--- config.mk ---
export PLATFORM = sky130hd
export DESIGN_NAME = button_debounce_short_long_press_top
export DESIGN_NICKNAME = d
export VERILOG_FILES = /design/src/rtl/bdsl_pkg.sv /design/src/rtl/button_debounce_short_long_press_top.sv /design/src/rtl/bdsl_core.sv
export VERILOG_INCLUDE_DIRS = /design/src /design/src/rtl
export SDC_FILE = /design/constraint.sdc
export NUM_CORES = 1
export LEC_CHECK = 0
export BUFFER_PORTS_ARGS = -buffer_cell sky130_fd_sc_hd__buf_4
export CAP_MARGIN = 40
export CORE_UTILIZATION = 57
export CTS_BUF_LIST = sky130_fd_sc_hd__clkbuf_8
export DETAILED_ROUTE_END_ITERATION = 10
export PLACE_DENSITY_LB_ADDON = 0.25
export RECOVER_POWER = 25
export SLEW_MARGIN = 20
export SYNTH_ARGS = -nofsm -noshare
export SYNTH_HDL_FRONTEND = slang
export SYNTH_SLANG_ARGS = --single-unit
--- constraint.sdc ---
create_clock -name clock -period 6.7 [get_ports clock]
set_input_delay 0.67 -clock clock [delete_from_list [all_inputs] [get_ports clock]]
set_output_delay 0.67 -clock clock [all_outputs]
set_load 0.005 [all_outputs]
--- src/rtl/assert_macros.svh ---
// Assertion macros used by the top-level RTL file of the button debouncer.
`ifndef ASSERT_MACROS_SVH
`define ASSERT_MACROS_SVH
`ifndef SYNTHESIS
// Same-cycle implication, checked at every rising clock edge outside reset.
`define BDSL_ASSERT_IMP(lbl, clk, rst, ante, cons) \
   lbl: assert property (@(posedge clk) disable iff (rst) (ante) |-> (cons)) \
      else $error("same-cycle implication failed");
// Next-cycle implication, checked at every rising clock edge outside reset.
`define BDSL_ASSERT_NEXT(lbl, clk, rst, ante, cons) \
   lbl: assert property (@(posedge clk) disable iff (rst) (ante) |=> (cons)) \
      else $error("next-cycle implication failed");
`else
`define BDSL_ASSERT_IMP(lbl, clk, rst, ante, cons)
`define BDSL_ASSERT_NEXT(lbl, clk, rst, ante, cons)
`endif
`endif

--- src/rtl/bdsl_pkg.sv ---
// Package with the types and constants of the button debouncer.
package bdsl_pkg;

   // Field and register widths.
   localparam int unsigned DEBOUNCE_W = 10;
   localparam int unsigned LONG_W     = 16;
   localparam int unsigned STABLE_W   = 11;
   localparam int unsigned EVENT_W    = 2;
   localparam int unsigned CSR_IDX_W  = 2;
   localparam int unsigned CSR_DATA_W = 16;

   // Register reset values.
   localparam logic                  ACTIVE_HIGH_RST    = 1'b1;
   localparam logic [DEBOUNCE_W-1:0] DEBOUNCE_TICKS_RST = 10'd20;
   localparam logic [LONG_W-1:0]     LONG_TICKS_RST     = 16'd1000;

   // Saturation value of the hold counter.
   localparam logic [LONG_W-1:0] HOLD_MAX = 16'hFFFF;

   // Register indexes of the configuration port.
   typedef enum logic [CSR_IDX_W-1:0] {
      CSR_ACTIVE_HIGH    = 2'd0,
      CSR_DEBOUNCE_TICKS = 2'd1,
      CSR_LONG_TICKS     = 2'd2
   } csr_index_type;

   // Event codes of one result item.
   typedef enum logic [EVENT_W-1:0] {
      EV_NONE  = 2'd0,
      EV_SHORT = 2'd1,
      EV_LONG  = 2'd2
   } event_type;

   // Configuration handed to the core.
   typedef struct packed {
      logic                  active_high;
      logic [DEBOUNCE_W-1:0] debounce_ticks;
      logic [LONG_W-1:0]     long_ticks;
   } cfg_type;

   // One result item.
   typedef struct packed {
      event_type event_code;
      logic      debounced_pressed;
   } result_type;

endpackage

--- src/rtl/button_debounce_short_long_press_top.sv ---
// Top level of the button debouncer with short and long press events.
// Usage:
// One item on the req channel is one raw pin sample (one tick). Each accepted
// item gives exactly one item on the rsp channel: an event code (none, short
// press on release, long press once per hold) and the debounced state.
// Both channels use valid and stall; an item moves on a rising edge with
// valid high and stall low.
// The result of an accepted item is registered in the rsp register, or in the
// skid register while rsp stalls. Throughput is one item per cycle while rsp
// does not stall, set by the single-pass state update in the core.
// When the receiver stalls, one more item is taken into a skid register and
// then req_stall rises until the rsp side drains.
// Synchronous reset returns the state to released with all counters clear,
// restores the register defaults (active high, debounce 20, long 1000) and
// empties the output registers. The csr port writes one register per cycle;
// the user must write only while the block is idle; the block does not check.
`include "assert_macros.svh"
module button_debounce_short_long_press_top (
   input  logic                                clock,
   input  logic                                reset,
   input  logic                                req_valid,
   output logic                                req_stall,
   input  logic                                req_pin_level,
   output logic                                rsp_valid,
   input  logic                                rsp_stall,
   output logic [bdsl_pkg::EVENT_W-1:0]        rsp_event_code,
   output logic                                rsp_debounced_pressed,
   input  logic                                csr_wr_en,
   input  logic [bdsl_pkg::CSR_IDX_W-1:0]      csr_index,
   input  logic [bdsl_pkg::CSR_DATA_W-1:0]     csr_wr_data
);
   import bdsl_pkg::*;

   cfg_type    cfg_ff;
   result_type core_result;
   result_type main_data_ff;
   result_type skid_data_ff;
   logic       main_valid_ff;
   logic       skid_valid_ff;
   logic       req_accept;
   logic       rsp_pop;

   // Configuration registers.
   always_ff @(posedge clock) begin
      if (reset) begin
         cfg_ff.active_high    <= ACTIVE_HIGH_RST;
         cfg_ff.debounce_ticks <= DEBOUNCE_TICKS_RST;
         cfg_ff.long_ticks     <= LONG_TICKS_RST;
      end else if (csr_wr_en) begin
         unique case (csr_index_type'(csr_index))
            CSR_ACTIVE_HIGH: begin
               cfg_ff.active_high <= csr_wr_data[0];
            end
            CSR_DEBOUNCE_TICKS: begin
               cfg_ff.debounce_ticks <= csr_wr_data[DEBOUNCE_W-1:0];
            end
            CSR_LONG_TICKS: begin
               cfg_ff.long_ticks <= csr_wr_data[LONG_W-1:0];
            end
            default: begin
            end
         endcase
      end
   end

   // Handshakes.
   assign req_stall  = skid_valid_ff;
   assign req_accept = req_valid && !skid_valid_ff;
   assign rsp_pop    = main_valid_ff && !rsp_stall;

   bdsl_core u_core (
      .clock     (clock),
      .reset     (reset),
      .accept    (req_accept),
      .pin_level (req_pin_level),
      .cfg       (cfg_ff),
      .result    (core_result)
   );

   // Output register with a skid stage behind it.
   always_ff @(posedge clock) begin
      if (reset) begin
         main_valid_ff <= 1'b0;
         skid_valid_ff <= 1'b0;
      end else if (!main_valid_ff || rsp_pop) begin
         if (skid_valid_ff) begin
            main_valid_ff <= 1'b1;
            skid_valid_ff <= 1'b0;
         end else begin
            main_valid_ff <= req_accept;
         end
      end else if (req_accept) begin
         skid_valid_ff <= 1'b1;
      end
   end

   // Payload of the output and skid registers.
   always_ff @(posedge clock) begin
      if (!main_valid_ff || rsp_pop) begin
         if (skid_valid_ff) begin
            main_data_ff <= skid_data_ff;
         end else if (req_accept) begin
            main_data_ff <= core_result;
         end
      end else if (req_accept) begin
         skid_data_ff <= core_result;
      end
   end

   assign rsp_valid             = main_valid_ff;
   assign rsp_event_code        = main_data_ff.event_code;
   assign rsp_debounced_pressed = main_data_ff.debounced_pressed;

   // A held skid item always has an item in front of it.
   `BDSL_ASSERT_IMP(a_skid_behind_main, clock, reset, skid_valid_ff, main_valid_ff)
   // An item taken while the output is stalled lands in the skid register.
   `BDSL_ASSERT_NEXT(a_stall_fills_skid, clock, reset,
      req_accept && main_valid_ff && rsp_stall, skid_valid_ff)
   // A short press is reported only together with a released state.
   `BDSL_ASSERT_IMP(a_short_released, clock, reset,
      rsp_valid && rsp_event_code == EV_SHORT, !rsp_debounced_pressed)
   // A long press is reported only while pressed.
   `BDSL_ASSERT_IMP(a_long_pressed, clock, reset,
      rsp_valid && rsp_event_code == EV_LONG, rsp_debounced_pressed)

endmodule

--- src/rtl/bdsl_core.sv ---
// Debounce and press-timing state with its one-pass update per item.
module bdsl_core (
   input  logic                 clock,
   input  logic                 reset,
   input  logic                 accept,
   input  logic                 pin_level,
   input  bdsl_pkg::cfg_type    cfg,
   output bdsl_pkg::result_type result
);
   import bdsl_pkg::*;

   logic                last_sample_ff, last_sample_in;
   logic [STABLE_W-1:0] stable_count_ff, stable_count_in;
   logic                committed_ff, committed_in;
   logic [LONG_W-1:0]   hold_count_ff, hold_count_in;
   logic                long_seen_ff, long_seen_in;

   logic                cur;
   logic [STABLE_W-1:0] count_run;
   logic [LONG_W-1:0]   hold_run;
   logic                long_run;
   event_type           ev;

   // Next state and result for the item at the input.
   always_comb begin
      cur            = cfg.active_high ? pin_level : ~pin_level;
      ev             = EV_NONE;
      last_sample_in = last_sample_ff;
      committed_in   = committed_ff;
      hold_run       = hold_count_ff;
      long_run       = long_seen_ff;

      // Count equal samples, restart on a change.
      if (cur == last_sample_ff) begin
         if (stable_count_ff < {1'b0, cfg.debounce_ticks}) begin
            count_run = stable_count_ff + 1'b1;
         end else begin
            count_run = stable_count_ff;
         end
      end else begin
         last_sample_in = cur;
         count_run      = '0;
      end

      // Commit once when the run reaches the threshold.
      stable_count_in = count_run;
      if (count_run == {1'b0, cfg.debounce_ticks}) begin
         if (committed_ff != cur) begin
            committed_in = cur;
            if (!cur && !long_seen_ff) begin
               ev = EV_SHORT;
            end
            hold_run = '0;
            long_run = 1'b0;
         end
         stable_count_in = count_run + 1'b1;
      end

      // Time the hold while pressed.
      hold_count_in = hold_run;
      long_seen_in  = long_run;
      if (committed_in) begin
         if (hold_run < HOLD_MAX) begin
            hold_count_in = hold_run + 1'b1;
         end
         if (hold_count_in >= cfg.long_ticks && !long_run) begin
            long_seen_in = 1'b1;
            ev           = EV_LONG;
         end
      end

      result.event_code        = ev;
      result.debounced_pressed = committed_in;
   end

   // State advances only on an accepted item.
   always_ff @(posedge clock) begin
      if (reset) begin
         last_sample_ff  <= 1'b0;
         stable_count_ff <= '0;
         committed_ff    <= 1'b0;
         hold_count_ff   <= '0;
         long_seen_ff    <= 1'b0;
      end else if (accept) begin
         last_sample_ff  <= last_sample_in;
         stable_count_ff <= stable_count_in;
         committed_ff    <= committed_in;
         hold_count_ff   <= hold_count_in;
         long_seen_ff    <= long_seen_in;
      end
   end

endmodule
* After elaboration in Yosys (flattened, before gate mapping)
Cells that the tools add are included.
** Cells by class
- Bitwise operators :: 3
- Multiplexer cells :: 23
- $add $sub $neg :: 3
- Magnitude comparators :: 3
- Equality and inequality tests :: 5
- Reductions and logical operators :: 20
** Operators with widths (number)
- $mux 16 :: 5
- $mux 11 :: 3
- $add 11x1->11 const B :: 2
- $add 16x1->16 const B :: 1
- $ge 16x16->1 :: 1
- $lt 16x16->1 const B :: 1
- $reduce_and 2->1 :: 6
- $eq 11x10->1 :: 1
- $lt 11x10->1 :: 1
- $mux 1 :: 9
- $mux 2 :: 4
- $logic_not 1->1 :: 6
- $mux 3 :: 2
- $logic_and 1x1->1 :: 4
- $not 1->1 :: 3
- $eq 2x1->1 const B :: 1
- $eq 2x2->1 const B :: 1
- $logic_not 2->1 :: 1
- $reduce_bool 2->1 :: 1
- $reduce_or 2->1 :: 1
- $eq 1x1->1 :: 1
- $logic_or 1x1->1 :: 1
- $ne 1x1->1 :: 1
** Storage, ports and cells
- Output and inout bits :: 5
- Input port bits :: 24
- Register bits after elaboration :: 65

* Depth between registers and ports, before layout
- Depth in word-level cells :: 15
- Depth in mapped cells :: 33

* Modules after synthesis
From an unflattened synthesis, not the netlist that was laid out.
** Second synthesis, totals
- Cell total of the unflattened synthesis :: 602
- Area, all modules :: 4850.9 µm²
** Modules (own cells, without submodules)
- bdsl_core :: area each 3375.7 µm², cells an instance 465, instances 1, seq. area each 600.6 µm²
- button_debounce_short_long_press_top :: area each 1475.2 µm², cells an instance 137, instances 1, seq. area each 760.7 µm²

* Worst setup path before layout
No wires, ideal clock.
- Kind :: flip-flop to flip-flop
- From :: reg cfg_ff[25] (netlist bit)
- To :: reg main_data_ff (netlist bit rsp_event_code[1]) (data pin)
- Path buffers :: 3
- Data arrival time :: 6.179 ns
- Library setup time :: 0.153 ns
- Setup slack :: 0.368 ns
- Cell stages (with the launch flop) :: 33
- Period minus slack after synthesis :: 6.332 ns
- Data required time :: 6.547 ns
- Cell sequence :: dfxtp_1 inv_1 ha_1 a211oi_2 nand2_4 a31oi_4 buf_2 and3_1 mux2i_1 xnor2_1 and3_1 buf_2 nand2_4 nor2_1 clkbuf_1 nor2_1 ha_1 inv_1 nor3_1 and3_1 and3_1 a21boi_0 mux2_2 ha_1 a21o_1 a21o_1 a21o_1 a21oi_1 nor2b_1 o21ai_0 a2111oi_0 o21ai_0 o21ai_0
** Between the ends
- Word-level cells in the longest chain between the ends :: 14
** RTL lines
- start: declaration :: RTL line button_debounce_short_long_press_top.sv:34 : cfg_type cfg_ff;
- $lt 11x10->1 :: RTL line bdsl_core.sv:35 : if (stable_count_ff < {1'b0, cfg.debounce_ticks}) begin
- $mux 11 :: RTL line bdsl_core.sv:35
- $mux 11 :: RTL line bdsl_core.sv:34 : if (cur == last_sample_ff) begin
- $eq 11x10->1 (*) :: RTL line bdsl_core.sv:47 : if (count_run == {1'b0, cfg.debounce_ticks}) begin
- $mux 16 :: RTL line bdsl_core.sv:47
- $add 16x1->16 / $lt 16x16->1 (equally long branches) :: RTL line bdsl_core.sv:64, bdsl_core.sv:63
- $mux 16 :: RTL line bdsl_core.sv:63 : if (hold_run < HOLD_MAX) begin
- $mux 16 :: RTL line bdsl_core.sv:62 : if (committed_in) begin
- $ge 16x16->1 :: RTL line bdsl_core.sv:66 : if (hold_count_in >= cfg.long_ticks && !long_run) begin
- $logic_and 1x1->1 :: RTL line bdsl_core.sv:66
- $mux 2 :: RTL line bdsl_core.sv:66
- $mux 2 (*) :: RTL line bdsl_core.sv:62
- $mux 3 (*) :: RTL line button_debounce_short_long_press_top.sv:102 : end else if (req_accept) begin
- $mux 3 (*) :: RTL line button_debounce_short_long_press_top.sv:100 : if (skid_valid_ff) begin
- end signal: assignment :: RTL line button_debounce_short_long_press_top.sv:101 : main_data_ff <= skid_data_ff;
- end signal: assignment :: RTL line button_debounce_short_long_press_top.sv:103 : main_data_ff <= core_result;
- end: declaration :: RTL line button_debounce_short_long_press_top.sv:36 : result_type main_data_ff;
Every way passes the cells marked *; elsewhere a longest branch is shown, timed or not. The select of a mux whose other input is x is not followed.
A chain may end at the register's enable or synchronous reset.

* Worst setup path in the final report
Ends and elaborated chain as after synthesis.

==> Flow_metrics.wiki <==
{| class="wikitable"
! Metric !! Value
|-
| Synthesized netlist cell count || 610
|-
| Number of antenna violations at the first check in global routing || 0
|-
| R2r worst-path depth || 32
|-
| Shortest clock period the worst path allows after layout || 6360 ps
|-
| Core area || 7890 um2
|-
| Most common cell after layout, fill and taps aside || sky130_fd_sc_hd__nand2_1
|-
| Largest area contributor in the synthesized netlist || sky130_fd_sc_hd__dfxtp_1
|-
| Post-detailed-route count of antenna-violating nets || 0
|-
| Pin count of the biggest net entering global routing || 48
|-
| Rel. slew slack || -0.378
|-
| Gp weighted congestion || 0.974
|-
| CP Class || flop to flop
|-
| Violated checks || capacitance limit, slew limit
|-
| Count of buffers from port buffering || 28
|-
| Maximum clock path buffer count || 2
|-
| Max-slew violation total from the final report || 48
|-
| Result of the run || finished with violations
|-
| Startpoint Class || flop
|-
| Area added between synthesis and finish || 12.5%
|-
| Via count || 4661
|-
| TritonCTS buffer count || 9
|-
| Number of rows created at floorplan || 32
|-
| Clock tree root buffer cell || sky130_fd_sc_hd__clkbuf_8
|-
| Hold Violations, Final || 0
|-
| Hpwl dp || 9440 um
|-
| Cell with the largest stage delay on the worst path || sky130_fd_sc_hd__or3b_1
|-
| CTS tree || done
|-
| Core Util, Final || 0.679
|-
| Unique cell type count in the Yosys netlist || 69
|-
| Worst setup path endpoint || rsp_event_code[1]
|-
| GRT overflow || 0
|-
| Nets in the synthesized netlist || 662
|-
| Post-Synthesis Cell Area || 4760 um2
|-
| Number of ports placed on the die boundary || 29
|-
| Most used cells in the layout excluding fill and tap cells || sky130_fd_sc_hd__nand2_1, sky130_fd_sc_hd__dfxtp_1, sky130_fd_sc_hd__nor2_1, sky130_fd_sc_hd__a21oi_1, sky130_fd_sc_hd__buf_4
|-
| Average routed wire per standard cell || 17.3 um
|-
| R2r startpoint || cfg_ff[25]
|-
| Final period util || 0.949
|-
| Maximum single-stage delay on the critical path || 390 ps
|-
| Endpoint arrival time on the critical path || 6450 ps
|-
| All-Layer GR Usage || 0.305
|-
| Average size of a mapped cell || 7.80 um2
|-
| Yosys warning total || 0
|-
| Count of clock tree sinks || 65
|-
| Setup crit end kind || flop
|-
| Sequential area share after synthesis || 0.286
|-
| Ys async rst share || 0
|-
| Detailed-routing iteration count for the pre-antenna-repair pass || 5
|-
| Number of synthesized flops with an enable pin || 6
|-
| Clock tree skew after final layout || 13.9 ps
|-
| Setup slack after layout || 340 ps
|-
| Peak supply drop || 0.148 mV
|-
| 1st-iter DRT viols || 472
|-
| Ant diodes || 0
|-
| Clock-pin slew reported for the worst setup and hold paths after clock tree synthesis || 90 ps
|-
| Power per Cell Area || 188 nW/um2
|-
| Die width || 93.4 um
|-
| Wire length of the first global-routing pass || 20800 um
|-
| Via density per instance || 6.26
|-
| Number of flip-flops and latches in the synthesized netlist || 65
|-
| Top area cells in the synthesized netlist || sky130_fd_sc_hd__dfxtp_1, sky130_fd_sc_hd__ha_1, sky130_fd_sc_hd__nand2_1
|-
| Via count of the first global-routing pass || 4259
|-
| Type of the worst min-delay path || flop to flop
|-
| Max Fanout on Critical Path || 9
|-
| Total number of H-tree levels || 3
|-
| Top achievable clock speed || 0.157 GHz
|-
| Net count of the finished layout || 690
|-
| R2r endpoint || rsp_event_code[1]
|-
| Fraction of layout cells with a size suffix above 1 || 0.151
|-
| Post-Place Worst Slack || 95.8 ps
|-
| Starting density of the core || 0.603
|-
| Leakage dissipation || 2.13 nW
|-
| Most frequently used flop master after synthesis || sky130_fd_sc_hd__dfxtp_1
|-
| Clock latency at the later pin of the worst-skew pair || 340 ps
|-
| Count of maximum capacitance violations || 1
|-
| R2r setup slk || 340 ps
|-
| Total die area || 8720 um2
|-
| Remaining DRCs || 0
|-
| WL final || 12900 um
|-
| Top-area cell type share of the netlist area || 0.248
|-
| Die Y || 93.4 um
|-
| Worst Setup SP || cfg_ff[25]
|-
| Summed negative setup slack over all endpoints || 0 ps
|-
| Setup violation total in the final timing report || 0
|-
| Data required time of the worst path || 6790 ps
|-
| Actual slew at the worst max-slew pin || 2070 ps
|}
## final cells by class
type                    instances  area [um2]
clock buffers                   9         124
fillers                       658        2530
clock inverters                 7        80.1
inverters                      38         143
flip-flops and latches         65        1360
repair buffers                 50         372
well taps                     102         128
multi-input cells             474        3140
## cell usage after synthesis, drive strengths merged (7+ instances only)
| library cell | count |
|---|---|
| a2111oi | 7 |
| a211o | 7 |
| a211oi | 10 |
| a21o | 10 |
| a21oi | 54 |
| a311oi | 9 |
| and3 | 12 |
| and4 | 7 |
| buf | 12 |
| clkbuf | 22 |
| dfxtp | 59 |
| ha | 28 |
| inv | 38 |
| nand2 | 91 |
| nand3 | 18 |
| nand4 | 14 |
| nor2 | 54 |
| o21ai | 25 |
| xnor2 | 24 |
## metrics by stage
step                cell area (um2)  total power [mW]  hold slack (ps)  cells
detailed placement             5070             0.638              447    722
finish                         5350              1.01              460    745
global route                   5350              1.05              490    745
CTS                            5270             0.980              460    738
floorplan                      4760             0.582              436    610
global placement               5070             0.635              446    722
## per-layer routing
| metal | global-route usage | up-vias | share of wire |
|---|---|---|---|
| li1 | - | 2259 | - |
| met1 | 0.429 | 2135 | 0.45 |
| met2 | 0.476 | 244 | 0.44 |
| met3 | 0.0659 | 23 | 0.099 |
| met4 | 0.0692 | 0 | 0.011 |
| met5 | 0 | - | 0 |
## sequential cells by signal, indices dropped and copies added, names as in the netlist
register,flops
skid_data_ff,3
cfg_ff,27
u_core.stable_count_ff,11
u_core.long_seen_ff,1
req_stall,1
rsp_debounced_pressed,1
u_core.committed_ff,1
u_core.hold_count_ff,16
rsp_valid,1
u_core.last_sample_ff,1
rsp_event_code,2
## critical path: cells and delay by family, from the launching register on
family / cells / cell delay, ps
adders and majority gates: 3 / 830
muxes: 1 / 360
AOI/OAI and AO/OA: 12 / 2070
and+or+nand+nor: 11 / 1820
buffers and inverters: 5 / 650
DFF: 1 / 370
## worst min path at each step
stage,startpoint,to,cells past startpoint
CTS,cfg_ff[10],cfg_ff[10],2
global route,cfg_ff[2],cfg_ff[2],2
finish,cfg_ff[13],cfg_ff[13],2
detailed placement,cfg_ff[17],cfg_ff[17],2
global placement,cfg_ff[1],cfg_ff[1],2
floorplan,cfg_ff[10],cfg_ff[10],2
## report_power, final
| part | internal, mW | leakage, nW | switching [mW] |
|---|---|---|---|
| logic | 0.0921 | 1.49 | 0.143 |
| registers | 0.406 | 0.541 | 0.0161 |
| clock network | 0.176 | 0.101 | 0.172 |
## kinds of logic (layout without fill, tap and decap cells)
kind of cell               after synthesis  in the layout  synth area share
muxes                                    9              9            0.0197
adders and majority gates               28             28            0.0736
buffers and inverters                   72            104            0.0615
DFF                                     65             65             0.286
and+or+nand+nor                        238            238             0.246
xor gates and xnor gates                30             30            0.0615
AOI/OAI and AO/OA                      168            169             0.252
## repair_timing
action | in CTS | in global routing
resized for setup | 0 | 14
endpoints found under the setup margin | 0 | 3
buffers inserted | 0 | 6
hold buffers | 0 | 0
(Power assumes the default switching activity.)
